**src/rtl/core/xcfr_pkg.sv**
```systemverilog
// Shared types and constants for the XOR-checked frame receiver.
// No dependencies; imported by every module of the block.
package xcfr_pkg;

    localparam int CFG_INDEX_W = 8;
    localparam int TDATA_W     = 56;
    localparam int TUSER_W     = 8;

    // configuration register indexes
    localparam logic [CFG_INDEX_W-1:0] REG_SYNC_ID       = 8'd0;
    localparam logic [CFG_INDEX_W-1:0] REG_PHONE_ADDRESS = 8'd1;
    localparam logic [CFG_INDEX_W-1:0] REG_HOST_ADDRESS  = 8'd2;
    localparam logic [CFG_INDEX_W-1:0] REG_ACK_TYPE_CODE = 8'd3;

    localparam logic [7:0] SYNC_ID_RST       = 8'd31;
    localparam logic [7:0] PHONE_ADDRESS_RST = 8'd0;
    localparam logic [7:0] HOST_ADDRESS_RST  = 8'd16;
    localparam logic [7:0] ACK_TYPE_CODE_RST = 8'd127;

    // frame status codes
    localparam logic [1:0] ST_NONE      = 2'd0;
    localparam logic [1:0] ST_GOOD_HOST = 2'd1;
    localparam logic [1:0] ST_GOOD_PHONE = 2'd2;
    localparam logic [1:0] ST_CSUM_ERR  = 2'd3;

    typedef struct packed {
        logic [7:0] sync_id;
        logic [7:0] phone_address;
        logic [7:0] host_address;
        logic [7:0] ack_type_code;
    } xcfr_cfg_t;

    typedef struct packed {
        logic        payload_valid;
        logic [7:0]  payload_byte;
        logic [15:0] payload_index;
        logic        frame_done;
        logic [1:0]  frame_status;
        logic [7:0]  frame_type;
        logic [15:0] frame_length;
        logic        ack_request;
        logic [7:0]  ack_sequence;
        logic        ack_seen;
        logic        sync_error;
    } xcfr_result_t;

endpackage

```
**src/rtl/core/xcfr_cfg_regs.sv**
```systemverilog
// Configuration register file: sync id, addresses and ack type code.
// Depends on xcfr_pkg.
module xcfr_cfg_regs (
    input  logic                             aclk,
    input  logic                             aresetn,
    input  logic                             cfg_valid,
    output logic                             cfg_ready,
    input  logic [xcfr_pkg::CFG_INDEX_W-1:0] cfg_index,
    input  logic [7:0]                       cfg_data,
    output xcfr_pkg::xcfr_cfg_t              cfg
);
    import xcfr_pkg::*;

    xcfr_cfg_t cfg_reg;

    assign cfg_ready = 1'b1;
    assign cfg       = cfg_reg;

    always_ff @(posedge aclk) begin
        if (!aresetn) begin
            cfg_reg.sync_id       <= SYNC_ID_RST;
            cfg_reg.phone_address <= PHONE_ADDRESS_RST;
            cfg_reg.host_address  <= HOST_ADDRESS_RST;
            cfg_reg.ack_type_code <= ACK_TYPE_CODE_RST;
        end else if (cfg_valid) begin
            case (cfg_index)
                REG_SYNC_ID:       cfg_reg.sync_id       <= cfg_data;
                REG_PHONE_ADDRESS: cfg_reg.phone_address <= cfg_data;
                REG_HOST_ADDRESS:  cfg_reg.host_address  <= cfg_data;
                REG_ACK_TYPE_CODE: cfg_reg.ack_type_code <= cfg_data;
                default: ;
            endcase
        end
    end

endmodule

```
**src/rtl/core/xcfr_parser.sv**
```systemverilog
// Frame parser: phase, running XOR and header registers, one byte per cycle while in_fire is high.
// Depends on xcfr_pkg.
module xcfr_parser (
    input  logic                   aclk,
    input  logic                   aresetn,
    input  xcfr_pkg::xcfr_cfg_t    cfg,
    input  logic                   in_fire,
    input  logic [7:0]             rx_byte,
    output xcfr_pkg::xcfr_result_t result
);
    import xcfr_pkg::*;

    typedef enum logic [2:0] {
        PH_SYNC, PH_DEST, PH_SRC, PH_TYPE, PH_LEN1, PH_LEN2, PH_BODY
    } phase_t;

    phase_t      phase_reg, phase_next;
    logic [7:0]  running_xor_reg, running_xor_next;
    logic [7:0]  previous_xor;
    logic        dest_is_phone_reg, dest_is_phone_next;
    logic [7:0]  type_byte_reg, type_byte_next;
    logic [15:0] length_word_reg, length_word_next;
    logic [16:0] byte_count_reg, byte_count_next;
    logic [7:0]  sequence_byte_reg, sequence_byte_next;
    logic        addr_known;

    assign addr_known = (rx_byte == cfg.phone_address) || (rx_byte == cfg.host_address);

    always_comb begin
        phase_next         = phase_reg;
        // XOR of every byte before this one; only compared at the checksum byte
        previous_xor       = running_xor_reg;
        running_xor_next   = running_xor_reg ^ rx_byte;
        dest_is_phone_next = dest_is_phone_reg;
        type_byte_next     = type_byte_reg;
        length_word_next   = length_word_reg;
        byte_count_next    = byte_count_reg;
        sequence_byte_next = sequence_byte_reg;

        result               = '0;
        result.frame_status  = ST_NONE;

        case (phase_reg)
            PH_SYNC: begin
                if (rx_byte != cfg.sync_id) begin
                    result.sync_error = 1'b1;
                end else begin
                    running_xor_next = cfg.sync_id;
                    byte_count_next  = '0;
                    phase_next       = PH_DEST;
                end
            end
            PH_DEST: begin
                if (!addr_known) begin
                    result.sync_error = 1'b1;
                    phase_next        = PH_SYNC;
                end else begin
                    dest_is_phone_next = (rx_byte == cfg.phone_address);
                    phase_next         = PH_SRC;
                end
            end
            PH_SRC: begin
                if (!addr_known) begin
                    result.sync_error = 1'b1;
                    phase_next        = PH_SYNC;
                end else begin
                    phase_next = PH_TYPE;
                end
            end
            PH_TYPE: begin
                type_byte_next = rx_byte;
                phase_next     = PH_LEN1;
            end
            PH_LEN1: begin
                length_word_next = {rx_byte, 8'd0};
                phase_next       = PH_LEN2;
            end
            PH_LEN2: begin
                if (type_byte_reg == cfg.ack_type_code) begin
                    // ack frames carry no body and are not checked
                    result.ack_seen = 1'b1;
                    phase_next      = PH_SYNC;
                end else begin
                    length_word_next = {length_word_reg[15:8], rx_byte};
                    byte_count_next  = '0;
                    phase_next       = PH_BODY;
                end
            end
            PH_BODY: begin
                byte_count_next = byte_count_reg + 17'd1;
                if (byte_count_reg < {1'b0, length_word_reg}) begin
                    result.payload_valid = 1'b1;
                    result.payload_byte  = rx_byte;
                    result.payload_index = byte_count_reg[15:0];
                end else if (byte_count_reg == {1'b0, length_word_reg}) begin
                    sequence_byte_next = rx_byte;
                end else begin
                    result.frame_done = 1'b1;
                    if (previous_xor != rx_byte) begin
                        result.frame_status = ST_CSUM_ERR;
                    end else if (dest_is_phone_reg) begin
                        result.frame_status = ST_GOOD_PHONE;
                    end else begin
                        result.frame_status = ST_GOOD_HOST;
                        result.ack_request  = 1'b1;
                        result.ack_sequence = sequence_byte_reg;
                    end
                    phase_next = PH_SYNC;
                end
            end
            default: phase_next = PH_SYNC;
        endcase

        result.frame_type   = type_byte_next;
        result.frame_length = length_word_next;
    end

    always_ff @(posedge aclk) begin
        if (!aresetn) begin
            phase_reg         <= PH_SYNC;
            running_xor_reg   <= '0;
            dest_is_phone_reg <= 1'b0;
            type_byte_reg     <= '0;
            length_word_reg   <= '0;
            byte_count_reg    <= '0;
            sequence_byte_reg <= '0;
        end else if (in_fire) begin
            phase_reg         <= phase_next;
            running_xor_reg   <= running_xor_next;
            dest_is_phone_reg <= dest_is_phone_next;
            type_byte_reg     <= type_byte_next;
            length_word_reg   <= length_word_next;
            byte_count_reg    <= byte_count_next;
            sequence_byte_reg <= sequence_byte_next;
        end
    end

endmodule

```
**src/rtl/core/xcfr_out_queue.sv**
```systemverilog
// Two-word result queue between the parser and the master port.
// Depends on xcfr_pkg.
module xcfr_out_queue (
    input  logic                   aclk,
    input  logic                   aresetn,
    input  logic                   push,
    input  xcfr_pkg::xcfr_result_t din,
    output logic                   can_push,
    output logic                   out_valid,
    input  logic                   out_ready,
    output xcfr_pkg::xcfr_result_t dout
);
    import xcfr_pkg::*;

    xcfr_result_t mem_reg [2];
    logic         wr_ptr_reg, rd_ptr_reg;
    logic [1:0]   count_reg, count_next;
    logic         pop;

    assign can_push  = (count_reg != 2'd2);
    assign out_valid = (count_reg != 2'd0);
    assign pop       = out_valid && out_ready;
    assign dout      = mem_reg[rd_ptr_reg];

    always_comb begin
        count_next = count_reg;
        if (push && !pop) begin
            count_next = count_reg + 2'd1;
        end else if (pop && !push) begin
            count_next = count_reg - 2'd1;
        end
    end

    always_ff @(posedge aclk) begin
        if (!aresetn) begin
            wr_ptr_reg <= 1'b0;
            rd_ptr_reg <= 1'b0;
            count_reg  <= 2'd0;
        end else begin
            if (push) wr_ptr_reg <= !wr_ptr_reg;
            if (pop)  rd_ptr_reg <= !rd_ptr_reg;
            count_reg <= count_next;
        end
    end

    always_ff @(posedge aclk) begin
        if (push) begin
            mem_reg[wr_ptr_reg] <= din;
        end
    end

`ifndef NO_ASSERTIONS
    a_count_bound: assert property (@(posedge aclk) disable iff (!aresetn)
        count_reg != 2'd3)
        else $error("result queue count out of range");
    a_no_overflow: assert property (@(posedge aclk) disable iff (!aresetn)
        push |-> can_push)
        else $error("result written into full queue");
    a_ptr_track: assert property (@(posedge aclk) disable iff (!aresetn)
        (count_reg == 2'd0 || count_reg == 2'd2) |-> (wr_ptr_reg == rd_ptr_reg))
        else $error("queue pointers disagree with count");
    a_count_up: assert property (@(posedge aclk) disable iff (!aresetn)
        (push && !pop) |=> count_reg == $past(count_reg) + 2'd1)
        else $error("queue count failed to advance");
`endif

endmodule

```
**src/rtl/core/xor_checked_frame_receiver_unit.sv**
```systemverilog
// Top level of the XOR-checked frame receiver: ports, config, parser, result queue.
// Depends on xcfr_pkg, xcfr_cfg_regs, xcfr_parser and xcfr_out_queue.

// One received byte goes in per word on the s_ side and exactly one result word
// comes out on the m_ side for it. Throughput is one byte per clock while the queue
// has room; the parser updates its phase, byte counter and running XOR in the cycle
// a byte is taken, and its result word is written into the queue. A two-word result
// queue sits in front of the m_ port, so s_tready stays high while one result waits
// and only drops when two results are held. Configuration writes are accepted every
// cycle (cfg_ready is tied high) and should be made while no frame is in flight.
// No clearing pass after reset: the block is ready as soon as aresetn is released.
module xor_checked_frame_receiver_unit (
    input  logic                             aclk,
    input  logic                             aresetn,
    // input byte stream
    input  logic                             s_tvalid,
    output logic                             s_tready,
    input  logic [7:0]                       s_tdata,   // [7:0] rx_byte
    // result stream
    output logic                             m_tvalid,
    input  logic                             m_tready,
    // [7:0] payload_byte, [23:8] payload_index, [31:24] frame_type,
    // [47:32] frame_length, [55:48] ack_sequence
    output logic [xcfr_pkg::TDATA_W-1:0]     m_tdata,
    // [0] payload_valid, [2:1] frame_status, [3] ack_request, [4] ack_seen,
    // [5] sync_error, [7:6] zero
    output logic [xcfr_pkg::TUSER_W-1:0]     m_tuser,
    output logic                             m_tlast,   // frame_done
    // configuration writes
    input  logic                             cfg_valid,
    output logic                             cfg_ready,
    input  logic [xcfr_pkg::CFG_INDEX_W-1:0] cfg_index,
    input  logic [7:0]                       cfg_data
);
    import xcfr_pkg::*;

    xcfr_cfg_t    cfg;
    xcfr_result_t parse_result;
    xcfr_result_t head;
    logic         in_fire;
    logic         can_push;

    // a byte is taken whenever the queue has room
    assign s_tready = can_push;
    assign in_fire  = s_tvalid && s_tready;

    xcfr_cfg_regs u_cfg (
        .aclk      (aclk),
        .aresetn   (aresetn),
        .cfg_valid (cfg_valid),
        .cfg_ready (cfg_ready),
        .cfg_index (cfg_index),
        .cfg_data  (cfg_data),
        .cfg       (cfg)
    );

    xcfr_parser u_parser (
        .aclk    (aclk),
        .aresetn (aresetn),
        .cfg     (cfg),
        .in_fire (in_fire),
        .rx_byte (s_tdata),
        .result  (parse_result)
    );

    xcfr_out_queue u_queue (
        .aclk      (aclk),
        .aresetn   (aresetn),
        .push      (in_fire),
        .din       (parse_result),
        .can_push  (can_push),
        .out_valid (m_tvalid),
        .out_ready (m_tready),
        .dout      (head)
    );

    // pack the head word onto the master port
    assign m_tdata = {head.ack_sequence, head.frame_length, head.frame_type,
                      head.payload_index, head.payload_byte};
    assign m_tuser = {2'b00, head.sync_error, head.ack_seen, head.ack_request,
                      head.frame_status, head.payload_valid};
    assign m_tlast = head.frame_done;

`ifndef NO_ASSERTIONS
    a_done_has_status: assert property (@(posedge aclk) disable iff (!aresetn)
        (m_tvalid && m_tlast) |-> (m_tuser[2:1] != ST_NONE))
        else $error("frame end reported without a status");
    a_status_needs_done: assert property (@(posedge aclk) disable iff (!aresetn)
        (m_tvalid && !m_tlast) |-> (m_tuser[2:1] == ST_NONE))
        else $error("status reported outside a frame end");
    a_ack_only_host: assert property (@(posedge aclk) disable iff (!aresetn)
        (m_tvalid && m_tuser[3]) |-> (m_tuser[2:1] == ST_GOOD_HOST))
        else $error("acknowledge requested for a frame not good for host");
    a_kinds_exclusive: assert property (@(posedge aclk) disable iff (!aresetn)
        m_tvalid |-> $onehot0({m_tuser[0], m_tlast, m_tuser[4], m_tuser[5]}))
        else $error("result word carries more than one kind of event");
`endif

endmodule
```
**config.mk**
```make
export PLATFORM = sky130hd
export DESIGN_NAME = xor_checked_frame_receiver_unit
export DESIGN_NICKNAME = d
export VERILOG_FILES = /design/src/rtl/core/xcfr_pkg.sv /design/src/rtl/core/xcfr_cfg_regs.sv /design/src/rtl/core/xcfr_parser.sv /design/src/rtl/core/xcfr_out_queue.sv /design/src/rtl/core/xor_checked_frame_receiver_unit.sv
export SDC_FILE = /design/constraint.sdc
export NUM_CORES = 1
export LEC_CHECK = 0
export BUFFER_PORTS_ARGS = -buffer_cell sky130_fd_sc_hd__buf_2
export CAP_MARGIN = 10
export CORE_MARGIN = 2
export CORE_UTILIZATION = 45
export CTS_CLUSTER_DIAMETER = 120
export CTS_CLUSTER_SIZE = 16
export DETAILED_ROUTE_END_ITERATION = 8
export PLACE_DENSITY = 0.66
export SETUP_SLACK_MARGIN = 0.15
export SLEW_MARGIN = 20
export SYNTH_ARGS = -nofsm -noshare
export SYNTH_HDL_FRONTEND = slang
export SYNTH_SLANG_ARGS = --single-unit
```
**constraint.sdc**
```tcl
create_clock -name aclk -period 4.41 [get_ports aclk]
set_clock_uncertainty 0.15 [all_clocks]
set_input_delay 0.441 -clock aclk [delete_from_list [all_inputs] [get_ports aclk]]
set_output_delay 0.441 -clock aclk [all_outputs]
set_load 0.01 [all_outputs]
```
==> results_dict.tcl <==
set metrics [dict create \
    setup_violations 0 \
    cp_max_fo 18 \
    required_ns 4.50 \
    clock_latency_ns 0.49 \
    power_density_mw_per_mm2 519 \
    cts_setup_buffers 0 \
    syn-cell-area_mm2 0.0102 \
    hold_violations 0 \
    synth_most_common_cell "edfxtp_1" \
    r2r_end "u_queue.mem_reg[1][3]$_DFFE_PP_" \
    yosysTopAreaCell "edfxtp_1" \
    path_clk_slew_ns 0.07 \
    drt_iter0_markers 526 \
    fmax_ghz 0.336 \
    min_period_over_period_pct 67.5 \
    post_drt_wl_per_cell_um 18.3 \
    end_kind "flip-flop" \
    cts_root_buf "clkbuf_16" \
    cts_tree "yes" \
    postSynthCellCount 874 \
    critPathKind "reg -> reg" \
    largest_reg_flops 126 \
    initial_core_util_pct 45.4 \
    grt_max_degree 64 \
    grt_usage_pct 18.8 \
    first_global_vias 6403 \
    synth_top_family_by_area "simple AND/OR/NAND/NOR gates" \
    reg2reg_depth 8 \
    die_area_mm2 0.0238 \
    die_h_um 154 \
    holdPathEnd "u_cfg.cfg[5]$_SDFFE_PN1P_" \
    synth_edf_count 126 \
    dp_slack_ns 1.51 \
    vdd_drop_max_v 0.000193 \
    crit_arrival_ns 3.07 \
    min_from "cfg_data[5]" \
    synth_ff_type "edfxtp_1" \
    fillers 2004 \
    fin_setup_tns_ns 0 \
    numPortBuffers 93 \
    rsz0062_at_grt "false" \
    min_period_ns 2.98 \
    leakagePower_uw 0.00428 \
    fin_nets 988 \
    grt_pass1_wl_um 35800 \
    synthArstFlopShare_pct 0 \
    syn_avg_cell_area_um2 11.6 \
    clock_sinks 224 \
    r2r_start "u_parser.byte_count_reg[13]$_SDFFE_PN0P_" \
    cts.htree.levels 1 \
    synth_fa_ha_area_share_pct 2.21 \
    maxCapViolations 0 \
    grt_overflow 0 \
    diodes 0 \
    final-max-slew-violation-count 0 \
    ios 97 \
    row_count 55 \
    synth_mux_area_share_pct 12.9 \
    postCtsHoldBufs 0 \
    synth_top_area_share_pct 37.2 \
    status "complete, no violations" \
    dp_hpwl_um 14900 \
    yosys_warnings 0 \
    ys_types 61 \
    tightest_slew_ns 0.935 \
    multi_input_area_mm2 0.00410 \
    synth_commonest_cells "126 x edfxtp_1, 98 x dfxtp_1, 95 x nor2_1" \
    synth-seq-area-share_pct 56.4 \
    vias 6757 \
    core_mm2 0.0224 \
    min_path_cells 3 \
    synth-simple-area-share_pct 13.9 \
    drtPass1Iterations 5 \
    drive_gt1_share_pct 24.1 \
    synthTopCellsByArea "edfxtp_1 37%, dfxtp_1 19%, mux2_2 9.6%" \
    ant_nets 0 \
    post-route-worst-setup-slack_ns 1.43 \
    antenna_found_initial 0 \
    cts_resized 0 \
    place_congestion 0.833 \
    holdWs_ns 0.0901 \
    area_delta_synth_final_pct 11.2 \
    critPathLaunchType "flip-flop" \
    die_width_um 154 \
    cts_made_buffers 17 \
    synth-xor-area-share_pct 3.96 \
    clockBufferDepth 3 \
    seqCellArea_mm2 0.00575 \
    maxSlewHeadroom_pct 37.7 \
    synth_seq_cells 224 \
    synth_compound_area_share_pct 7.21 \
    detail_route.wirelength_um 22600 \
    min-delay-path-class "in -> reg" \
    post_drt_via_cell_ratio 5.47 \
    final_util_pct 50.4 \
    drc 0 \
    r2r_slack_ns 1.43 \
]
[layer usage]
metal | up-vias | global-route usage [%] | part of all wire (%) | wire length (um)
met5 | - | 0 | 0 | 0
met4 | 0 | 4.19 | 1.5 | 344
met3 | 27 | 2.47 | 5.5 | 1250
met2 | 174 | 31.0 | 47 | 10700
met1 | 3272 | 26.8 | 46 | 10300
li1 | 3284 | - | - | -
[critical path, cell delays in order (launching register included)]
cell and delay [ns]:
dfxtp_1 0.47, ha_1 0.31, nand4b_4 0.14, o22ai_1 0.08
nor4_1 0.39, and3_1 0.57, buf_4 0.30, nor2_2 0.12
and2_1 0.19
[worst max-delay path by stage]
stage | startpoint | endpoint | slack, ns | cells past startpoint
detailed placement | u_parser.byte_count_reg[14]$_SDFFE_PN0P_ | u_queue.mem_reg[1][3]$_DFFE_PP_ | 1.51 | 8
global route | u_parser.phase_reg[0]$_SDFFE_PN0P_ | u_parser.byte_count_reg[12]$_SDFFE_PN0P_ | 1.28 | 6
floorplan | u_queue.count_reg[0]$_SDFFE_PN0P_ | u_queue.mem_reg[0][0]$_DFFE_PP_ | 0.16 | 4
finish | u_parser.byte_count_reg[13]$_SDFFE_PN0P_ | u_queue.mem_reg[1][3]$_DFFE_PP_ | 1.43 | 8
CTS | flip-flop | m_tuser[2] | 1.38 | 3
global placement | u_parser.byte_count_reg[14]$_SDFFE_PN0P_ | u_queue.mem_reg[0][7]$_DFFE_PP_ | 1.58 | 8
[metrics by stage]
step,area [um2],std cells,total power (uW)
floorplan,10200,875,3970
global placement,10800,1207,4460
detailed placement,10800,1207,4490
CTS,11300,1236,5920
global route,11300,1236,6190
finish,11300,1236,5870
[power by group]
group	internal [uW]	switching (uW)
clock network	728	707
logic	704	988
registers	2580	168
total	4010	1860
[layout by cell type (no fill, tap or decap), drive strengths merged, types with 15 or more instances in the layout]
master,synthesis,routed
a211oi,15,15
a21oi,33,33
and3,26,26
buf,16,103
clkbuf,40,28
dfxtp,98,98
edfxtp,126,126
ha,18,18
inv,24,25
mux2,87,87
mux2i,33,33
nand2,41,41
nand3,18,18
nor2,96,96
nor3,17,17
o21ai,35,35
xnor2,34,34
[area by class of cell]
| cell class | instances | share of cell area (%) |
|---|---|---|
| Sequential cell | 224 | 50.8 |
| Multi-Input combinational cell | 570 | 36.3 |
| Timing Repair Buffer | 103 | 4.78 |
| Clock buffer | 28 | 4.12 |
| Tap cell | 285 | 3.15 |
| Inverter | 25 | 0.829 |
| Clock inverter | 1 | 0.0774 |
[cells by family (layout without fill, tap and decap cells)]
family	after synthesis	count (layout)
AO/OA/AOI/OAI	116	116
XOR/XNOR	46	46
adder cells (fa/ha/maj)	18	18
buffers and inverters	81	157
flip-flops	224	224
multiplexers	120	120
other	2	3
AND/OR/NAND/NOR	267	267
(Power assumes the default switching activity.)
